## src/hw/rtl/ycc2rgb_pkg.sv

```systemverilog
`timescale 1ns / 1ps
`default_nettype none

package ycc2rgb_pkg;

    // Field widths of the stream items.
    localparam int SAMPLE_W  = 8;
    localparam int IN_DATA_W = 6 * SAMPLE_W;
    localparam int PIXEL_W   = 3 * SAMPLE_W;
    localparam int OUT_DATA_W = 4 * PIXEL_W;

    // Offset-removed samples, products and scaled terms (all signed).
    localparam int OFFS_W = 10;
    localparam int PROD_W = 26;
    localparam int TERM_W = 10;
    localparam int SUM_W  = 11;

    // Sample offsets and the channel ceiling.
    localparam logic signed [OFFS_W-1:0] LUMA_OFFSET   = 10'sd16;
    localparam logic signed [OFFS_W-1:0] CHROMA_OFFSET = 10'sd128;
    localparam logic signed [SUM_W-1:0]  CHAN_MAX      = 11'sd255;

    // Fixed-point conversion coefficients.
    localparam logic signed [PROD_W-1:0] K_RED_CR   = 26'sd52298;
    localparam logic signed [PROD_W-1:0] K_GREEN_CR = 26'sd53281;
    localparam logic signed [PROD_W-1:0] K_GREEN_CB = 26'sd25625;
    localparam logic signed [PROD_W-1:0] K_BLUE_CB  = 26'sd33063;
    localparam logic signed [PROD_W-1:0] K_LUMA     = 26'sd38142;

    // Right shifts that go with each coefficient.
    localparam int SHIFT_RED   = 15;
    localparam int SHIFT_GREEN = 16;
    localparam int SHIFT_BLUE  = 14;
    localparam int SHIFT_LUMA  = 15;

    // Chroma terms shared by the four pixels of a group.
    typedef struct packed {
        logic signed [TERM_W-1:0] red;
        logic signed [TERM_W-1:0] green;
        logic signed [TERM_W-1:0] blue;
    } chroma_terms_t;

endpackage

`default_nettype wire

```

## src/hw/rtl/ycc2rgb_chroma.sv

```systemverilog
`timescale 1ns / 1ps
`default_nettype none

module ycc2rgb_chroma (
    input  wire logic [ycc2rgb_pkg::SAMPLE_W-1:0] chroma_blue,
    input  wire logic [ycc2rgb_pkg::SAMPLE_W-1:0] chroma_red,
    output ycc2rgb_pkg::chroma_terms_t            terms
);

    logic signed [ycc2rgb_pkg::OFFS_W-1:0] cb_s;
    logic signed [ycc2rgb_pkg::OFFS_W-1:0] cr_s;
    logic signed [ycc2rgb_pkg::PROD_W-1:0] prod_red;
    logic signed [ycc2rgb_pkg::PROD_W-1:0] prod_green;
    logic signed [ycc2rgb_pkg::PROD_W-1:0] prod_blue;

    // Remove the chroma offset; the results lie in -128..127.
    assign cb_s = signed'({2'b00, chroma_blue}) - ycc2rgb_pkg::CHROMA_OFFSET;
    assign cr_s = signed'({2'b00, chroma_red}) - ycc2rgb_pkg::CHROMA_OFFSET;

    // Constant-coefficient products; the green one needs both chroma samples.
    assign prod_red   = ycc2rgb_pkg::K_RED_CR * ycc2rgb_pkg::PROD_W'(cr_s);
    assign prod_green = -(ycc2rgb_pkg::K_GREEN_CR * ycc2rgb_pkg::PROD_W'(cr_s))
                        - ycc2rgb_pkg::K_GREEN_CB * ycc2rgb_pkg::PROD_W'(cb_s);
    assign prod_blue  = ycc2rgb_pkg::K_BLUE_CB * ycc2rgb_pkg::PROD_W'(cb_s);

    // Arithmetic shifts floor toward minus infinity; the terms fit in ten bits.
    assign terms.red   = ycc2rgb_pkg::TERM_W'(prod_red >>> ycc2rgb_pkg::SHIFT_RED);
    assign terms.green = ycc2rgb_pkg::TERM_W'(prod_green >>> ycc2rgb_pkg::SHIFT_GREEN);
    assign terms.blue  = ycc2rgb_pkg::TERM_W'(prod_blue >>> ycc2rgb_pkg::SHIFT_BLUE);

endmodule

`default_nettype wire

```

## src/hw/rtl/ycc2rgb_pixel.sv

```systemverilog
`timescale 1ns / 1ps
`default_nettype none

module ycc2rgb_pixel (
    input  wire logic [ycc2rgb_pkg::SAMPLE_W-1:0] luma,
    input  wire ycc2rgb_pkg::chroma_terms_t       terms,
    output logic [ycc2rgb_pkg::PIXEL_W-1:0]       pixel
);

    logic signed [ycc2rgb_pkg::OFFS_W-1:0] y_s;
    logic signed [ycc2rgb_pkg::PROD_W-1:0] prod_luma;
    logic signed [ycc2rgb_pkg::TERM_W-1:0] luma_term;
    logic signed [ycc2rgb_pkg::SUM_W-1:0]  sum_red;
    logic signed [ycc2rgb_pkg::SUM_W-1:0]  sum_green;
    logic signed [ycc2rgb_pkg::SUM_W-1:0]  sum_blue;

    // Saturate a channel sum to 0..255.
    function automatic logic [ycc2rgb_pkg::SAMPLE_W-1:0] clamp_channel(
        input logic signed [ycc2rgb_pkg::SUM_W-1:0] v
    );
        logic [ycc2rgb_pkg::SAMPLE_W-1:0] r;
        if (v < 0)
        begin
            r = '0;
        end
        else if (v > ycc2rgb_pkg::CHAN_MAX)
        begin
            r = '1;
        end
        else
        begin
            r = v[ycc2rgb_pkg::SAMPLE_W-1:0];
        end
        return r;
    endfunction

    // Scaled luma term for this pixel.
    assign y_s       = signed'({2'b00, luma}) - ycc2rgb_pkg::LUMA_OFFSET;
    assign prod_luma = ycc2rgb_pkg::K_LUMA * ycc2rgb_pkg::PROD_W'(y_s);
    assign luma_term = ycc2rgb_pkg::TERM_W'(prod_luma >>> ycc2rgb_pkg::SHIFT_LUMA);

    // Channel sums, widened by one bit so they cannot wrap.
    assign sum_red   = ycc2rgb_pkg::SUM_W'(luma_term) + ycc2rgb_pkg::SUM_W'(terms.red);
    assign sum_green = ycc2rgb_pkg::SUM_W'(luma_term) + ycc2rgb_pkg::SUM_W'(terms.green);
    assign sum_blue  = ycc2rgb_pkg::SUM_W'(luma_term) + ycc2rgb_pkg::SUM_W'(terms.blue);

    // Pack R low, then G, then B.
    assign pixel = {clamp_channel(sum_blue), clamp_channel(sum_green), clamp_channel(sum_red)};

endmodule

`default_nettype wire

```

## src/hw/rtl/ycbcr_to_rgb_four_pixel.sv

```systemverilog
`timescale 1ns / 1ps
`default_nettype none

// Converts one group of four BT.601 luma samples sharing one Cb/Cr pair into four
// packed RGB pixels (R in the low byte, then G, then B), saturated to 0..255.
// An item is accepted on the slave side, held in an input register, converted by
// one pass of constant multipliers, adders and clamps, and stored in the result
// register when that register can load, so one item per cycle is sustained
// whenever the output is taken.
// Back-pressure from m_tready reaches s_tready in the same cycle through the
// two-register pipeline's load enables.
// The end-of-image flag travels as tlast and comes out with its own group.
module ycbcr_to_rgb_four_pixel (
    input  wire logic                                clk,
    input  wire logic                                rst_n,
    input  wire logic                                s_tvalid,
    output logic                                     s_tready,
    // luma0, chroma_blue, chroma_red, luma1, luma2, luma3 (8 bits each, from bit 0)
    input  wire logic [ycc2rgb_pkg::IN_DATA_W-1:0]   s_tdata,
    // end_of_image
    input  wire logic                                s_tlast,
    output logic                                     m_tvalid,
    input  wire logic                                m_tready,
    // pixel0, pixel1, pixel2, pixel3 (24 bits each, from bit 0)
    output logic [ycc2rgb_pkg::OUT_DATA_W-1:0]       m_tdata,
    // last_group
    output logic                                     m_tlast
);

    localparam int SW = ycc2rgb_pkg::SAMPLE_W;
    localparam int PW = ycc2rgb_pkg::PIXEL_W;

    logic                                  in_valid_reg;
    logic [ycc2rgb_pkg::IN_DATA_W-1:0]     in_data_reg;
    logic                                  in_last_reg;
    logic                                  out_valid_reg;
    logic [ycc2rgb_pkg::OUT_DATA_W-1:0]    out_data_reg;
    logic                                  out_last_reg;
    logic                                  out_load;
    logic                                  in_load;
    logic                                  out_valid_next;
    logic                                  in_valid_next;
    logic [ycc2rgb_pkg::OUT_DATA_W-1:0]    out_data_next;
    ycc2rgb_pkg::chroma_terms_t            terms;

    // Each stage loads when it is empty or its content moves on this cycle.
    assign out_load = !out_valid_reg || m_tready;
    assign in_load  = !in_valid_reg || out_load;
    assign s_tready = in_load;

    assign in_valid_next  = in_load ? s_tvalid : in_valid_reg;
    assign out_valid_next = out_load ? in_valid_reg : out_valid_reg;

    // Stage valid flags.
    always_ff @(posedge clk or negedge rst_n)
    begin
        if (!rst_n)
        begin
            in_valid_reg  <= 1'b0;
            out_valid_reg <= 1'b0;
        end
        else
        begin
            in_valid_reg  <= in_valid_next;
            out_valid_reg <= out_valid_next;
        end
    end

    // Input register.
    always_ff @(posedge clk)
    begin
        if (in_load && s_tvalid)
        begin
            in_data_reg <= s_tdata;
            in_last_reg <= s_tlast;
        end
    end

    // Chroma terms shared by the group.
    ycc2rgb_chroma u_chroma (
        .chroma_blue (in_data_reg[2*SW-1:SW]),
        .chroma_red  (in_data_reg[3*SW-1:2*SW]),
        .terms       (terms)
    );

    // Per-pixel luma term, sum and clamp.
    ycc2rgb_pixel u_pixel0 (
        .luma  (in_data_reg[SW-1:0]),
        .terms (terms),
        .pixel (out_data_next[PW-1:0])
    );

    ycc2rgb_pixel u_pixel1 (
        .luma  (in_data_reg[4*SW-1:3*SW]),
        .terms (terms),
        .pixel (out_data_next[2*PW-1:PW])
    );

    ycc2rgb_pixel u_pixel2 (
        .luma  (in_data_reg[5*SW-1:4*SW]),
        .terms (terms),
        .pixel (out_data_next[3*PW-1:2*PW])
    );

    ycc2rgb_pixel u_pixel3 (
        .luma  (in_data_reg[6*SW-1:5*SW]),
        .terms (terms),
        .pixel (out_data_next[4*PW-1:3*PW])
    );

    // Result register.
    always_ff @(posedge clk)
    begin
        if (out_load && in_valid_reg)
        begin
            out_data_reg <= out_data_next;
            out_last_reg <= in_last_reg;
        end
    end

    assign m_tvalid = out_valid_reg;
    assign m_tdata  = out_data_reg;
    assign m_tlast  = out_last_reg;

endmodule

`default_nettype wire

```

## config.mk

```make
export PLATFORM = sky130hd
export DESIGN_NAME = ycbcr_to_rgb_four_pixel
export DESIGN_NICKNAME = d
export VERILOG_FILES = /design/src/hw/rtl/ycc2rgb_pkg.sv /design/src/hw/rtl/ycc2rgb_chroma.sv /design/src/hw/rtl/ycc2rgb_pixel.sv /design/src/hw/rtl/ycbcr_to_rgb_four_pixel.sv
export SDC_FILE = /design/constraint.sdc
export NUM_CORES = 1
export LEC_CHECK = 0
export BUFFER_PORTS_ARGS = -buffer_cell sky130_fd_sc_hd__clkbuf_2
export CAP_MARGIN = 20
export CORE_UTILIZATION = 55
export CTS_BUF_LIST = sky130_fd_sc_hd__clkbuf_2 sky130_fd_sc_hd__clkbuf_4 sky130_fd_sc_hd__clkbuf_8
export CTS_CLUSTER_DIAMETER = 120
export DETAILED_ROUTE_END_ITERATION = 10
export GPL_ROUTABILITY_DRIVEN = 0
export GPL_TIMING_DRIVEN = 0
export PLACE_DENSITY_LB_ADDON = 0.2
export SYNTH_ARGS = -nofsm -noshare
export SYNTH_HDL_FRONTEND = slang
export SYNTH_SLANG_ARGS = --single-unit
```

## constraint.sdc

```tcl
create_clock -name clk -period 12.52 [get_ports clk]
set_input_delay 0.626 -clock clk [delete_from_list [all_inputs] [get_ports clk]]
set_output_delay 0.626 -clock clk [all_outputs]
set_load 0.05 [all_outputs]
```

* Yosys cells after proc, flatten, opt, wreduce, memory -nomap -nowiden
Index checks and enable logic that the tools add are counted.
Operators by class: add/subtract/negate cells 20, multiply operators 8, divide/modulo/power cells 0, magnitude comparators 24, equal/unequal tests 0, shift operators 0, muxes and demuxes 12, bitwise gates (word level) 0, reduce and logical (&&, ||, !) cells 6
Operator list (number):
- 10-bit by 10-bit adder with 11-bit output | 12
- 11-bit by 9-bit > comparator with 1-bit output (second input constant) | 12
- 11-bit by 1-bit < comparator with 1-bit output (second input constant) | 12
- 16-bit by 9-bit multiplier with 24-bit output (first input constant) | 5
- 8-bit 2-to-1 mux | 12
- 8-bit by 5-bit subtractor with 9-bit output (second input constant) | 4
- 17-bit by 9-bit multiplier with 26-bit output (first input constant) | 1
- 26-bit negator | 1
- 26-bit subtractor | 1
- 16-bit by 9-bit multiplier with 25-bit output (first input constant) | 1
- 17-bit by 9-bit multiplier with 24-bit output (first input constant) | 1
- 8-bit by 8-bit subtractor with 9-bit output (second input constant) | 2
- 1-bit logical AND | 2
- 1-bit zero test | 2
- 1-bit logical OR | 2
Word-level totals: bits in registers 148, latch bits 0, memory bits (writable) 0, ROM bits 0, bits of input ports 53, output and inout bits 99, logic and storage cells 87, memories kept 0

* Depth between registers and ports, before layout
word-level depth 7, mapped depth 47, depth with buffers taken out 47

* Modules after synthesis
From an unflattened synthesis, not the netlist that was laid out.
Unflattened totals: cell total of the unflattened synthesis 2766, area total of the unflattened synthesis 27450.1 um2
Modules (own cells, without submodules):
- ycc2rgb_chroma | instances 1, cells each 792, area an instance 7448.4 um2, sequential area each 0.0 um2
- ycbcr_to_rgb_four_pixel | instances 1, cells each 154, area an instance 4488.1 um2, sequential area each 4434.3 um2
- ycc2rgb_pixel (u_pixel3) | instances 1, cells each 459, area an instance 3938.8 um2, sequential area each 0.0 um2
- ycc2rgb_pixel (u_pixel1) | instances 1, cells each 462, area an instance 3922.5 um2, sequential area each 0.0 um2
- ycc2rgb_pixel (u_pixel0) | instances 1, cells each 449, area an instance 3877.5 um2, sequential area each 0.0 um2
- ycc2rgb_pixel (u_pixel2) | instances 1, cells each 450, area an instance 3774.9 um2, sequential area each 0.0 um2

* Worst setup path before layout
OpenSTA, ideal clock, no wires.
kind reg2reg, start register in_data_reg[11] in the netlist's numbering, end register out_data_reg, in the netlist m_tdata[56], data pin, library setup time 0.131 ns, arrival time 9.959 ns, required time 12.389 ns, slack 2.431 ns, cell stages (with the launch flop) 39, path buffers 0, period minus slack after synthesis 10.089 ns, path through edfxtp_1 > ha_1 > ha_1 > fa_1 > ha_1 > inv_1 > fa_1 > inv_1 > ha_1 > a21oi_1 > o21ai_0 > a21oi_1 > o21ai_0 > a211oi_1 > nor2_1 > o41ai_1 > o21ba_2 > xnor2_1 > [3 not listed] > inv_1 > fa_1 > inv_1 > fa_1 > inv_1 > ha_1 > a2111oi_0 > nand4_4 > a31oi_1 > xnor2_1 > ha_1 > o21a_1 > o21ai_0 > or4_1 > o211ai_1 > nor2b_1 > a2bb2oi_1 > o21a_1
Between the ends: longest elaborated chain between the ends 6, elaborated cells between the ends (all ways) 7, those cells by class 3 x add/sub; 1 x mul; 2 x order compare; 1 x mux
RTL lines:
- start: declaration | line ycbcr_to_rgb_four_pixel.sv:34 | logic [ycc2rgb_pkg::IN_DATA_W-1:0] in_data_reg;
- start signal: assignment | line ycbcr_to_rgb_four_pixel.sv:74 | in_data_reg <= s_tdata;
- 8-bit by 8-bit subtractor with 9-bit output (*) | line ycc2rgb_chroma.sv:17 | assign cb_s = signed'({2'b00, chroma_blue}) - ycc2rgb_pkg::CHROMA_OFFSET;
- 16-bit by 9-bit multiplier with 25-bit output (*) | line ycc2rgb_chroma.sv:23 | - ycc2rgb_pkg::K_GREEN_CB * ycc2rgb_pkg::PROD_W'(cb_s);
- 26-bit subtractor (*) | line ycc2rgb_chroma.sv:23
- 10-bit by 10-bit adder with 11-bit output (*) | line ycc2rgb_pixel.sv:44 | assign sum_green = ycc2rgb_pkg::SUM_W'(luma_term) + ycc2rgb_pkg::SUM_W'(terms.green);
- 11-bit by 9-bit > comparator with 1-bit output | line ycc2rgb_pixel.sv:26 | else if (v > ycc2rgb_pkg::CHAN_MAX)
- 8-bit 2-to-1 mux | line ycc2rgb_pixel.sv:26
- end signal: assignment | line ycbcr_to_rgb_four_pixel.sv:116 | out_data_reg <= out_data_next;
- end: declaration | line ycbcr_to_rgb_four_pixel.sv:37 | logic [ycc2rgb_pkg::OUT_DATA_W-1:0] out_data_reg;
Every way passes the cells marked *; elsewhere a longest branch is shown, timed or not. A chain may end at the register's enable or synchronous reset.

* Worst setup path after layout
start register in_data_reg[15] in the netlist's numbering, end register out_data_reg, in the netlist m_tdata[59], data pin
The elaborated chain is that of the path after synthesis.

==> impl_metrics.env <==
export IMPL_path_buf_inv=4
export IMPL_drv_cap=0
export IMPL_setup_viol=0
export IMPL_via_per_inst=5.47
export IMPL_cts_htree_levels=4
export IMPL_synth_distinct_cells=69
export IMPL_root_buffer="clkbuf_8"
export IMPL_cp_top_family="adder cells"
export IMPL_rsz0062_at_grt="false"
export IMPL_ys_top_cells_by_area="ha_1, edfxtp_1, fa_1"
export IMPL_cts_buffers=17
export IMPL_synth_edff_count=146
export IMPL_yosysTopAreaCell="ha_1"
export IMPL_port_buffers=151
export IMPL_finalHoldViolCount=0
export IMPL_fmax_mhz=85.4
export IMPL_startpoint_type="flip-flop"
export IMPL_synth_main_ff_cell="edfxtp_1"
export IMPL_core_area_um2=46700
export IMPL_firstDrtPassIters=8
export IMPL_drt_met1_wl_um=25900
export IMPL_diodes=0
export IMPL_tightest_slew_ps=1230
export IMPL_crit_path_top_delay_cell="xnor2_1"
export IMPL_routed_top_layer="met4"
export IMPL_fin_setup_tns_ps=0
export IMPL_dieArea_um2=48300
export IMPL_critPathArrivalTime_ps=12130
export IMPL_yosys_area_top_type_share_pct=34.6
export IMPL_yosys_warnings=0
export IMPL_cts_tree="built"
export IMPL_ios=152
export IMPL_die_w_um=220
export IMPL_r2r_worst_path_cells=38
export IMPL_maxSlewHeadroom_pct=18.2
export IMPL_synth_area_um2=26100
export IMPL_crit_type="reg2reg"
export IMPL_cp_depth=38
export IMPL_cp_max_fo=15
export IMPL_drtIter0Drc=834
export IMPL_clock_latency_ps=580
export IMPL_async_flop_share_pct=1.35
export IMPL_worstHoldPathType="in2reg"
export IMPL_required_ps=12940
export IMPL_yosysSeqAreaShare_pct=17.0
export IMPL_wl_met3_um=2190
export IMPL_syn_avg_cell_area_um2=10.0
export IMPL_antenna_found_initial=1
export IMPL_cts_clk_slew_worst_paths_ps=110
export IMPL_final_cell_mix="ha_1, inv_1, fa_1"
export IMPL_status="finished with violations"
export IMPL_ant_nets=0
export IMPL_hpwlAfterDp_um=49000
export IMPL_synth_seq_cells=148
export IMPL_cp_end_kind="flip-flop"
export IMPL_die_height_um=220
export IMPL_drc_errors=24
export IMPL_final_layout_size_suffix_gt1_share_pct=7.89
export IMPL_via_count=18600
export IMPL_cp_common_cell="ha_1"
export IMPL_clk_path_buf_depth=2
export IMPL_nets=3773
export IMPL_num_rows=79
export IMPL_wl_um=57400
export IMPL_drt_wirelength_per_cell_um=16.9
export IMPL_largest_register_ffs=96
export IMPL_clock_sinks=148
export IMPL_final_max_slew_violation_count=0
export IMPL_grt_usage_pct=25.0
export IMPL_timing_final_crit_share_pct=93.5
export IMPL_clock_skew_ps=22.1
export IMPL_grt_pass1_vias=19200
export IMPL_start_util_pct=55.9
export IMPL_violations="design-rule violations"
export IMPL_hold_depth=1
export IMPL_cpPeakStageDelay_ps=690
export IMPL_layout_commonest_cell="ha_1"
export IMPL_grt_remaining_overflow=0
export IMPL_grt_max_degree=55
export IMPL_area_delta_synth_final_pct=7.93
export IMPL_synth_nets=3592
export IMPL_grt_pass1_wl_um=93900
export IMPL_met2WireLength_um=28000
export IMPL_fin_crit_ps=11700
export IMPL_syn_inst=2608
[logic make-up after synthesis]
family                   synth area share (%)
AO/OA/AOI/OAI                            11.1
XOR/XNOR                                 6.01
adder cells (fa/ha/maj)                  50.7
buffers and inverters                    7.17
flip-flops                               17.0
multiplexers                            0.346
AND/OR/NAND/NOR                          7.64
[through the flow]
stage	cell area [µm²]	worst slack (ps)	util, %	hold slack [ps]	cells
6_report	28100	815	60.3	214	3409
5_1_grt	28100	41.7	60.3	192	3409
4_1_cts	28100	461	60.3	168	3408
3_5_place_dp	27700	548	59.5	416	3375
3_3_place_gp	27600	844	59.1	400	3366
2_1_floorplan	26100	2430	-	330	2608
[cell usage after synthesis (15+ instances only)]
| cell | instances |
|---|---|
| ha_1 | 722 |
| nand2b_1 | 39 |
| nand2_1 | 34 |
| inv_1 | 498 |
| nor2_1 | 207 |
| o21ai_0 | 61 |
| o21bai_1 | 48 |
| nor2b_1 | 21 |
| a21o_1 | 54 |
| a21oi_1 | 140 |
| o21a_1 | 37 |
| fa_1 | 209 |
| edfxtp_1 | 146 |
| nor3_1 | 25 |
| and2_1 | 15 |
| nand3_1 | 19 |
| xnor2_1 | 110 |
| xor2_1 | 58 |
[worst paths after layout]
kind / start / endpoint / slack (ps)
worst max-delay path: in_data_reg[15] / m_tdata[59] / 820
worst min-delay path: s_tdata[34] / in_data_reg[34] / 210
worst max register to register: in_data_reg[15] / m_tdata[59] / 820
worst min register to register: in_last_reg / m_tlast / 440
max in group asynchronous: rst_n / in_valid_reg / 12060
min in group asynchronous: rst_n / m_tvalid / 370
[worst reg2reg max path, delay by kind of cell (launching register included)]
| kind | cells | cell delay, ps |
|---|---|---|
| adder cells (fa/ha/maj) | 12 | 4840 |
| AO/OA/AOI/OAI | 14 | 3650 |
| AND/OR/NAND/NOR | 6 | 1050 |
| XOR/XNOR | 2 | 800 |
| buffers and inverters | 4 | 700 |
| flip-flops | 1 | 530 |
[cell type report]
| class | count | area [µm²] |
|---|---|---|
| clock buffers | 17 | 234 |
| clock inverters | 15 | 146 |
| fillers | 3923 | 18500 |
| inverters | 498 | 1870 |
| multi-input cells | 1962 | 19800 |
| flip-flops and latches | 148 | 4430 |
| well taps | 607 | 759 |
| repair buffers | 162 | 896 |
[metal layers]
layer / GRT usage (%) / vias up
met5: 0 / -
met4: 8.51 / 0
met3: 3.48 / 88
met2: 43.1 / 328
met1: 32.1 / 8932
li1: - / 9286
[repair_timing]
action                                 CTS  global route
hold buffers                             1             0
endpoints found under the hold margin    2             0
buffers inserted                         0             0
setup endpoints to repair                0            23
resized for setup                        0             2
Power is not shown: default switching activity piles up to over one toggle a cycle in this logic, so the estimate is an artifact.
